**config.mk**
```make
export PLATFORM = sky130hd
export DESIGN_NAME = phfa_cell
export DESIGN_NICKNAME = d
export VERILOG_FILES = /design/src/hdl/phfa_pkg.sv /design/src/hdl/phfa_cell.sv
export SDC_FILE = /design/constraint.sdc
export NUM_CORES = 1
export LEC_CHECK = 0
export BUFFER_PORTS_ARGS = -buffer_cell sky130_fd_sc_hd__buf_2
export CORE_ASPECT_RATIO = 1.4
export CORE_MARGIN = 10
export CORE_UTILIZATION = 50
export CTS_CLUSTER_SIZE = 28
export DETAILED_ROUTE_END_ITERATION = 8
export PLACE_DENSITY = 0.83
export SETUP_SLACK_MARGIN = 0.15
export SKIP_LAST_GASP = 1
export SYNTH_ARGS = -nofsm -noshare
export SYNTH_HDL_FRONTEND = slang
export SYNTH_SLANG_ARGS = --single-unit
```
**constraint.sdc**
```tcl
create_clock -name clk -period 3.44 [get_ports clk]
set_input_delay 0.688 -clock clk [delete_from_list [all_inputs] [get_ports clk]]
set_output_delay 0.688 -clock clk [all_outputs]
set_load 0.05 [all_outputs]
```
**src/hdl/phfa_pkg.sv**
```systemverilog
// ----------------------------------------------------------------------------
// phfa_pkg
// Shared types and constants of the page heap fit allocator.
// ----------------------------------------------------------------------------
package phfa_pkg;

  localparam int HEAP_PAGES = 1024;
  localparam int PAGE_W     = 10;
  localparam int CNT_W      = 11;
  localparam int SUM_W      = 12;

  typedef enum logic {
    CMD_ALLOC = 1'b0,
    CMD_FREE  = 1'b1
  } cmd_t;

  typedef enum logic [1:0] {
    ST_OK         = 2'd0,
    ST_NO_SPACE   = 2'd1,
    ST_IGNORED    = 2'd2,
    ST_TABLE_FULL = 2'd3
  } status_t;

  typedef struct packed {
    cmd_t              command;
    logic [CNT_W-1:0]  page_count;
    logic [PAGE_W-1:0] page_index;
  } req_t;

  typedef struct packed {
    status_t           status;
    logic [PAGE_W-1:0] result_page;
    logic [CNT_W-1:0]  break_page;
  } rsp_t;

  typedef struct packed {
    logic [PAGE_W-1:0] first;
    logic [CNT_W-1:0]  pages;
  } region_t;

  typedef enum logic [1:0] {
    OP_HOLD,
    OP_ROTATE,
    OP_REMOVE,
    OP_INSERT
  } cell_op_t;

  typedef struct packed {
    cell_op_t op;
    region_t  ins;
  } cell_ctl_t;

  typedef enum logic [3:0] {
    S_CLEAR,
    S_IDLE,
    S_A_SCAN,
    S_A_DEC,
    S_F_READ,
    S_F_SCAN,
    S_F_MERGE,
    S_F_REM2,
    S_INSERT,
    S_F_BRK,
    S_F_SET,
    S_F_DROP,
    S_DONE
  } state_t;

endpackage

```
**src/hdl/phfa_cell.sv**
```systemverilog
// ----------------------------------------------------------------------------
// phfa_cell
// One slot of the free-region list: holds a region and moves it to or from
// its neighbors on rotate, remove and sorted insert.
// ----------------------------------------------------------------------------
module phfa_cell #(
  parameter int IW = 6,
  parameter int CW = 7
) (
  input  logic              clk,
  input  logic [IW-1:0]     pos,
  input  logic [CW-1:0]     count,
  input  logic [IW-1:0]     at,
  input  phfa_pkg::cell_ctl_t ctl,
  input  phfa_pkg::region_t head,
  input  phfa_pkg::region_t left,
  input  phfa_pkg::region_t right,
  output phfa_pkg::region_t q
);
  import phfa_pkg::*;

  logic [CW-1:0] pos_ext;
  logic          own_valid;
  logic          own_gt;
  logic          left_gt;
  region_t       q_next;

  assign pos_ext   = CW'(pos);
  assign own_valid = pos_ext < count;
  assign own_gt    = own_valid && (q.pages > ctl.ins.pages);
  assign left_gt   = (pos_ext <= count) && (left.pages > ctl.ins.pages);

  always_comb begin
    q_next = q;
    unique case (ctl.op)
      OP_ROTATE: begin
        if (pos_ext == count - CW'(1)) begin
          q_next = head;
        end else if (own_valid) begin
          q_next = right;
        end
      end
      OP_REMOVE: begin
        if (pos >= at) begin
          q_next = right;
        end
      end
      OP_INSERT: begin
        // equal sizes shift right so the new region lands first
        if (own_gt) begin
          q_next = q;
        end else if (pos_ext == '0 || left_gt) begin
          q_next = ctl.ins;
        end else if (pos_ext <= count) begin
          q_next = left;
        end
      end
      default: q_next = q;
    endcase
  end

  always_ff @(posedge clk) begin
    q <= q_next;
  end

endmodule

```
Yosys cells after proc, flatten, opt, wreduce, memory -nomap -nowiden
Index checks and enable logic that the tools add are counted.
Cells by class
  divide/modulo/power cells: 0
  shift-type cells: 0
  muxes and demuxes: 7
  bitwise logic cells: 0
  $mul: 0
  reduce and logical (&&, ||, !) cells: 6
  order comparisons: 5
  $add $sub $neg: 1
  equal/unequal tests: 8
Operator list (count)
  21-bit 2-to-1 mux: 6
  21-bit case mux with 3 select lines: 1
  11-bit > comparator: 2
  6-bit by 7-bit equality test with 1-bit output: 1
  6-bit by 7-bit <= comparator with 1-bit output: 1
  7-bit zero test: 1
  6-bit by 7-bit less-than comparator with 1-bit output: 1
  7-bit by 1-bit subtractor with 7-bit output (second input constant): 1
  6-bit >= comparator: 1
  3-bit != test (second input constant): 2
  5-bit AND reduction: 1
  2-bit equality test (second input constant): 2
  2-bit != test (second input constant): 2
  3-bit nonzero test: 1
  2-bit by 1-bit equality test with 1-bit output (second input constant): 1
  1-bit logical AND: 2
  1-bit logical OR: 1
Word-level totals
  memory bits (writable): 0
  output and inout bits: 21
  flip-flop bits (word level): 21
  word-level logic and storage cells: 29
  memories: 0
  bits in latches: 0
  input port bits: 106
  memory bits (read-only): 0

Depth between registers and ports, before layout
Gate-level depths: netlist (run 1).
  word-level depth: 6
  depth in mapped cells: 9
  gate-level depth less buffers: 8

Worst setup path before layout (run 1)
Ideal clock, no wire load.
  path type: input to register
  start point: input count[0]
  end point: register q[0] (netlist bit), enable pin
  stages: 8
  path buffers: 0
  slack: 0.693 ns
  data required time: 3.063 ns
  arrival: 2.370 ns
  cells stage by stage: inv_1 ha_1 o21ba_1 a221oi_2 o21bai_2 nor3_2 and2_1 a211o_1
On the way
  cells in the longest elaborated chain, start to end: 5
  elaborated cells on any way between the ends: 11
RTL lines
  start: declaration: RTL line phfa_cell.sv:12  | input logic [CW-1:0] count,
  parallel branches: the longest is 4 deep, another holds 7-bit by 1-bit subtractor with 7-bit output
  5-bit AND reduction (no source line) *
  end signal: assignment: RTL line phfa_cell.sv:63  | q <= q_next;
  end: declaration: RTL line phfa_cell.sv:18  | output phfa_pkg::region_t q
Every way passes the cells marked *.
A chain may end at the register's enable or synchronous reset.

Final worst setup path (run 1)
  start point: input count[2]
  end point: register q[17] (netlist bit), enable pin
Same word-level chain as after synthesis.

==> Flow_metrics.wiki, run 1 <==
{| class="wikitable"
! Metric !! Value
|-
| Run status || completed
|-
| Category of the worst setup path launch point || input pin
|-
| Total routing usage reported by global routing || 20.4%
|-
| Clock insertion delay at the later pin of the skew report || between 0.2 and 0.3 ns
|-
| Final setup fails || 0
|-
| Number of setup buffers added after CTS || 0
|-
| First-iteration detailed-routing DRC count || 241
|-
| Worst Hold End || q[13]
|-
| Std-Cell Core Area || a little under 6000 um^2
|-
| Maximum clock frequency || 325 MHz
|-
| Layout Skew || 0.00380 ns
|-
| Number of H-tree branching levels || 1
|-
| Routed length per placed instance || 20.3 um
|-
| Cell area reported after detailed placement || 3710 um^2
|-
| Layout cell share with drive strength beyond 1 || 44.0%
|-
| Drt via density || 6.27
|-
| Worst Setup End Kind || register
|-
| Total standard cell area after synthesis || 3060 um^2
|-
| Worst-path maximum fanout || 21
|-
| Dominant combinational cell family by area after synthesis || simple AND/OR/NAND/NOR gates
|-
| Worst Min Path Start || right[13]
|-
| RSZ-0062 raised after global routing || no
|-
| Net count of the finished layout || 574
|-
| Grt total ovfl || 0
|-
| Registers with the highest flip-flop counts || q (21)
|-
| DRT Pass-1 Iters || 5
|-
| Number of distinct library cell variants in the gate-level netlist after synthesis || between 40 and 50
|-
| Antenna violations before repair || 0
|-
| Relative area change from synthesis to final layout || 23.0%
|-
| Number of instances in the placed design || 498
|-
| Count of input and output buffers || 126
|-
| Arrival time at the worst endpoint || between 2 and 3 ns
|-
| Power per Cell Area || 306 nW/um^2
|-
| Post-Place Setup Slack || between 0.1 and 0.15 ns
|-
| Clock tree from TritonCTS || yes
|-
| Vias after detailed routing || 3150
|-
| Post-synthesis mux area share || 0.327%
|-
| Final wirelength || 10200 um
|-
| Final worst-path cycle share || 89.4%
|-
| Initial Utilization || around 52%
|-
| Via count of the first global-routing pass || 3342
|-
| Reported leakage power || 1.61 nW
|-
| Number of synthesis warnings || 0
|-
| Number of enable-type register cells in the synthesized netlist || 21
|-
| Number of placement rows || 33
|-
| Post-cts gate resize count || 0
|-
| Crit Path Category || input pin to register
|-
| Maximum number of pins on one net before global-route repair || 43
|-
| Part of the Yosys area used for sequential elements || ~21%
|-
| Post-synth net total || 461
|-
| Cell area after layout || 3760 um^2
|-
| Chip width || 86.1 um
|-
| HPWL Detailed || 8540 um
|-
| Peak supply drop || 0.156 mV
|-
| Transition time of the tightest slew-check pin || 1.12 ns
|-
| Max capacitance violation total || 0
|-
| Worst reg-to-reg setup slack || ~0.72 ns
|-
| Classification of the worst-slack hold path || input pin to register
|-
| Largest Register || q
|-
| Final critical-path required period || 3.07 ns
|-
| Total number of clock tree sinks || 21
|-
| Max Transition Viols Final || 0
|-
| Compound-gate portion of the synthesized area || 24.4%
|-
| Post-synthesis adder-cell area fraction || 14.3%
|-
| Number of flip-flops under the largest register name || 21
|-
| Diode insertion count for antenna repair || 0
|-
| Data required time at the worst endpoint || around 3.4 ns
|-
| Async S/R FF share, synth || 0%
|-
| Residual DRC count || 0
|-
| Final TNS setup || 0 ns
|-
| Number of instances in the synthesized netlist || 320
|-
| Number of hold buffers added after cts || 0
|-
| Synthesized-area fraction occupied by xor and xnor cells || ~2%
|-
| Worst hold slack across all endpoints || 0.731 ns
|-
| Library cell used as clock root buffer || sky130_fd_sc_hd__clkbuf_8
|-
| Count of final hold-check violations || 0
|-
| Worst r2r src || q[2]
|-
| Clock transition time at the flip-flop clock pins of the worst setup and hold paths || 0.08 ns
|-
| Final setup margin || 0.366 ns
|-
| Basic-gate share of the synthesized area counting and, or, nand and nor cells || 30.6%
|-
| Die height || 113 um
|-
| Final std cells w/o fill || 502
|-
| R2r worst-path depth || 7
|-
| Final estimated routing congestion in global placement || 0.919
|-
| Worst hold path cell count || 3
|-
| Antenna-violating nets left || 0
|-
| Top FF cell, synth || sky130_fd_sc_hd__edfxtp_1
|-
| I/O pin total || ~130
|-
| Mean area per synthesized cell || between 9 and 10 um^2
|-
| Clock Tree Buf Depth || 2
|-
| Relative slew slack || 25.1%
|-
| First-pass GRT wire length || 16400 um
|-
| Synthesized flop and latch total || 21
|-
| Area of the die || 9690 um^2
|-
| Reg-to-Reg End || q[17]
|-
| Number of buffers added by the clock tree synthesis step || 3
|}
[layout make-up]
type,instances,area [um^2]
Tap cell,70,87.6
Fill cell,514,2140
Sequential cell,21,631
Inverter,24,90.1
Multi-Input combinational cell,249,2210
Timing Repair Buffer,134,691
Clock buffer,3,41.3
Clock inverter,1,5.00
[synth_stat cells, drive strengths merged, types with 2 or more instances]
library cell	count	area share, %
nand4	25	5.1
xnor2	4	1.1
nor4b	21	10
o211ai	23	5.8
a21o	4	0.98
buf	14	3.2
nand2b	3	0.61
a221oi	21	10
clkbuf	12	1.5
xor2	3	0.86
inv	24	2.9
nor2	5	0.61
o31ai	2	0.49
o21ai	4	0.65
nand3b	2	0.49
a21oi	10	1.6
ha	35	14
and2	6	1.2
nor3	5	1.1
nand2	6	0.74
a211oi	4	1.1
nor2b	21	4.3
edfxtp	21	21
and3	2	0.41
nand3	26	4.3
[logic make-up (layout without fill, tap and decap cells)]
| kind of cell | count (synthesis) | count (layout) |
|---|---|---|
| AND/OR/NAND/NOR | 127 | 127 |
| AO/OA/AOI/OAI | 79 | 79 |
| buffers and inverters | 50 | 162 |
| adder cells (fa/ha/maj) | 35 | 35 |
| flip-flops | 21 | 21 |
| XOR/XNOR | 7 | 7 |
| multiplexers | 1 | 1 |
[layer usage]
layer	vias to the layer above	part of all wire, %	wire, um	GRT usage, %
met5	-	0	0	0
met3	32	7.3	740	4.05
met2	168	54	5510	37.0
li1	1491	-	-	-
met4	0	3.7	374	10.0
met1	1459	35	3550	21.5
[worst max-delay path: stages]
cell,delay [ns]
sky130_fd_sc_hd__buf_2,0.17
sky130_fd_sc_hd__inv_1,0.07
sky130_fd_sc_hd__ha_1,0.31
sky130_fd_sc_hd__a21oi_1,0.14
sky130_fd_sc_hd__a21oi_1,0.11
sky130_fd_sc_hd__nor3b_1,0.43
sky130_fd_sc_hd__o22ai_1,0.18
sky130_fd_sc_hd__a21oi_1,0.16
sky130_fd_sc_hd__a211o_1,0.71
[metrics by stage]
stage                     util, %  power [mW]
after detailed placement     62.9       0.982
after floorplan                 -       0.788
after global placement       62.9       0.962
final                        63.7        1.15
after CTS                    63.7        1.15
after global routing         63.7        1.22
[where the power goes]
group	leakage [nW]	switching (mW)	internal [mW]
clock network	0.0255	0.0910	0.0812
logic	1.38	0.415	0.206
registers	0.206	0.0179	0.340
total	1.61	0.524	0.628
[how the worst max path moves through the flow]
stage | start | end | slack (ns)
final | count[2] | q[17] | 0.37
after global routing | count[2] | q[14] | 0.17
after CTS | count[4] | q[19] | 0.38
after detailed placement | count[2] | q[19] | 0.10
after global placement | count[4] | q[17] | 0.24
after floorplan | count[0] | q[0] | 0.69
[cells in the final DEF (no fill, tap or decap), types with 2 or more instances in the layout]
cell | Yosys | routed
sky130_fd_sc_hd__nor2b_1 | 21 | 21
sky130_fd_sc_hd__nand4_1 | 25 | 25
sky130_fd_sc_hd__nand3_1 | 26 | 26
sky130_fd_sc_hd__ha_1 | 35 | 35
sky130_fd_sc_hd__xor2_1 | 3 | 3
sky130_fd_sc_hd__inv_1 | 24 | 24
sky130_fd_sc_hd__clkbuf_8 | 0 | 3
sky130_fd_sc_hd__nand2b_1 | 3 | 3
sky130_fd_sc_hd__and3_1 | 2 | 2
sky130_fd_sc_hd__a211oi_1 | 3 | 3
sky130_fd_sc_hd__nor3_1 | 3 | 3
sky130_fd_sc_hd__buf_2 | 7 | 126
sky130_fd_sc_hd__nand3b_1 | 2 | 2
sky130_fd_sc_hd__buf_4 | 2 | 8
sky130_fd_sc_hd__nor3_2 | 2 | 2
sky130_fd_sc_hd__xnor2_1 | 4 | 3
sky130_fd_sc_hd__nand2_1 | 6 | 6
sky130_fd_sc_hd__and2_1 | 6 | 6
sky130_fd_sc_hd__edfxtp_1 | 21 | 21
sky130_fd_sc_hd__a21oi_1 | 10 | 10
sky130_fd_sc_hd__a221oi_2 | 21 | 21
sky130_fd_sc_hd__o211ai_1 | 22 | 22
sky130_fd_sc_hd__nor4b_2 | 21 | 21
sky130_fd_sc_hd__nor2_1 | 5 | 5
sky130_fd_sc_hd__o21ai_0 | 4 | 4
sky130_fd_sc_hd__a21o_1 | 4 | 4
Power figures use the tool's default switching activity.
==> inputs of run 2 (changes only) <==
CORE_UTILIZATION = 51   (was 50)
CTS_BUF_LIST = sky130_fd_sc_hd__clkbuf_2   (was not set)
PLACE_DENSITY = 0.84   (was 0.83)
==> Flow_metrics.wiki, run 2 (synthesis results as in run 1) <==
{| class="wikitable"
! Metric !! Value
|-
| Layout Skew || 0.0139 ns (+0.0101 ns)
|-
| Clock Tree Buf Depth || 2 (unchanged)
|-
| Std-Cell Core Area || 5860 um^2 (-0.70%)
|-
| Peak supply drop || 0.145 mV (-6.8%)
|-
| Number of buffers added by the clock tree synthesis step || 3 (unchanged)
|-
| Max Transition Viols Final || 0 (unchanged)
|-
| Count of final hold-check violations || 0 (unchanged)
|-
| Drt via density || 6.36 (+1.4%)
|-
| Worst-path maximum fanout || 21 (unchanged)
|-
| Clock power share || 9.9% (-5.0 points)
|-
| First-pass GRT wire length || 15900 um (-2.8%)
|-
| Post-Place Setup Slack || 0.189 ns (+0.0884 ns)
|-
| Final worst-path cycle share || 84.3% (-5.0 points)
|-
| Commonest cells after routing, fill and taps aside || sky130_fd_sc_hd__buf_2 (126), sky130_fd_sc_hd__ha_1 (35), sky130_fd_sc_hd__nand3_1 (26), sky130_fd_sc_hd__nand4_1 (25), sky130_fd_sc_hd__inv_1 (24)
|-
| Net Sw Power || 0.515 mW (-1.6%)
|-
| Relative slew slack || 27.2% (+2.2 points)
|-
| Combinational cell fraction of total power || 57.1% (+3.1 points)
|-
| Initial Utilization || 52.2% (+0.36 points)
|-
| Number of hold buffers added after cts || 0 (unchanged)
|-
| Layout cell share with drive strength beyond 1 || 44.0% (unchanged)
|-
| Number of H-tree branching levels || 1 (unchanged)
|-
| First-iteration detailed-routing DRC count || 345 (+43%)
|-
| Number of placement rows || 33 (unchanged)
|-
| Worst hold slack across all endpoints || 0.653 ns (-0.0774 ns)
|-
| Largest Register || q
|-
| Number of flip-flops under the largest register name || 21 (unchanged)
|-
| RSZ-0062 raised after global routing || no
|-
| Routed length per placed instance || 20.4 um (+0.73%)
|-
| Final setup fails || 0 (unchanged)
|-
| Count of input and output buffers || 126 (unchanged)
|-
| Final standard cell utilization of the core || 63.7% (about the same)
|-
| Transition time of the tightest slew-check pin || 1.09 ns (-0.0322 ns)
|-
| Reported leakage power || 1.60 nW (-0.57%)
|-
| Antenna-violating nets left || 0 (unchanged)
|-
| Maximum number of pins on one net before global-route repair || 43 (unchanged)
|-
| Final setup margin || 0.540 ns (+0.174 ns)
|-
| Net count of the finished layout || 574 (unchanged)
|-
| Library cell used as clock root buffer || sky130_fd_sc_hd__clkbuf_2
|-
| Die height || 112 um (-0.81%)
|-
| Switching power share of the total || 47.4% (+1.9 points)
|-
| Relative area change from synthesis to final layout || 22.2%
|-
| Arrival time at the worst endpoint || 2.89 ns (-0.09 ns)
|-
| Clock insertion delay at the later pin of the skew report || 0.34 ns (+0.07 ns)
|-
| Grt total ovfl || 0 (unchanged)
|-
| Clock transition time at the flip-flop clock pins of the worst setup and hold paths || 0.22 ns (+0.14 ns)
|-
| Vias after detailed routing || 3200 (+1.6%)
|-
| DRT Pass-1 Iters || 4 (-1)
|-
| Number of instances in the placed design || 498 (unchanged)
|-
| Power after layout || 1.09 mW (-5.6%)
|-
| Power per Cell Area || 291 nW/um^2 (-5.0%)
|-
| Run status || completed
|-
| Final estimated routing congestion in global placement || 0.942 (+2.5%)
|-
| Classification of the worst-slack hold path || input pin to register
|-
| Max capacitance violation total || 0 (unchanged)
|-
| Cell area reported after detailed placement || 3710 um^2 (unchanged)
|-
| Data required time at the worst endpoint || 3.43 ns (+0.08 ns)
|-
| I/O pin total || 127 (unchanged)
|-
| Final TNS setup || 0 ns (unchanged)
|-
| Via count of the first global-routing pass || 3367 (+0.75%)
|-
| Total number of clock tree sinks || 21 (unchanged)
|-
| HPWL Detailed || 8540 um (about the same)
|-
| Final wirelength || 10300 um (+0.93%)
|-
| Final critical-path required period || 2.90 ns (-0.174 ns)
|-
| Crit Path Category || input pin to register
|-
| Total routing usage reported by global routing || 19.8% (-0.66 points)
|-
| Cell area after layout || 3740 um^2 (-0.63%)
|-
| Clock tree from TritonCTS || yes
|-
| Leading cell type in the layout, fill and taps excluded || sky130_fd_sc_hd__buf_2
|-
| Residual DRC count || 0 (unchanged)
|-
| Area of the die || 9540 um^2 (-1.6%)
|-
| Antenna violations before repair || 0 (unchanged)
|-
| Post-cts gate resize count || 0 (unchanged)
|-
| Internal cell power || 0.572 mW (-8.9%)
|-
| Number of setup buffers added after CTS || 0 (unchanged)
|-
| Final std cells w/o fill || 503 (+0.20%)
|-
| Worst Setup End Kind || register
|-
| Registers with the highest flip-flop counts || q (21)
|-
| Relative contribution of sequential cells to total power || 33.0% (+1.9 points)
|-
| Maximum clock frequency || 345 MHz (+6.0%)
|-
| Category of the worst setup path launch point || input pin
|-
| Chip width || 85.4 um (-0.75%)
|}
==> run 2: changes by cell type in the layout (fill, tap and decap cells not counted), sizes merged <==
cell	previous run	this run
diode	0	1
==> run 2: layout make-up <==
| type | count | area, um^2 |
|---|---|---|
| flip-flops and latches | 21 | 631 |
| clock buffers | 3 | 15.0 |
| fillers | 525 | 2130 |
| repair buffers | 134 | 691 |
| well taps | 70 | 87.6 |
| diodes | 1 | 2.50 |
| clock inverters | 1 | 5.00 |
| multi-input cells | 249 | 2210 |
| inverters | 24 | 90.1 |
==> run 2: power by group through the flow <==
stage	Combinational (mW)	Clock, mW	Sequential (mW)
after floorplan	0.284	0	0.504
final	0.621	0.107	0.359
after CTS	0.617	0.107	0.360
after global placement	0.598	0	0.363
after detailed placement	0.616	0	0.366
after global routing	0.666	0.116	0.363
==> run 2: critical path, stage by stage <==
cell	delay, ns
sky130_fd_sc_hd__buf_2	0.11
sky130_fd_sc_hd__inv_1	0.05
sky130_fd_sc_hd__ha_1	0.26
sky130_fd_sc_hd__o21ba_1	0.22
sky130_fd_sc_hd__a221oi_2	0.40
sky130_fd_sc_hd__o21bai_2	0.14
sky130_fd_sc_hd__nor3_2	0.16
sky130_fd_sc_hd__and2_1	0.16
sky130_fd_sc_hd__a211o_1	0.69
==> run 2: path summary, 6_finish.rpt <==
path	from	end	slack, ns	cells after the start
max	count[0]	q[5]	0.54	9
min	right[2]	q[2]	0.65	3
max reg2reg	q[2]	q[5]	0.68	7
min reg2reg	q[10]	q[10]	1.72	4
==> run 2: layer usage <==
layer / wire (um) / global-route usage, % / vias to the layer above
met2: 5730 / 37.3 / 121
met1: 3600 / 20.1 / 1554
met4: 283 / 7.82 / 0
met3: 666 / 4.23 / 24
li1: - / - / 1501
met5: 0 / 0 / -
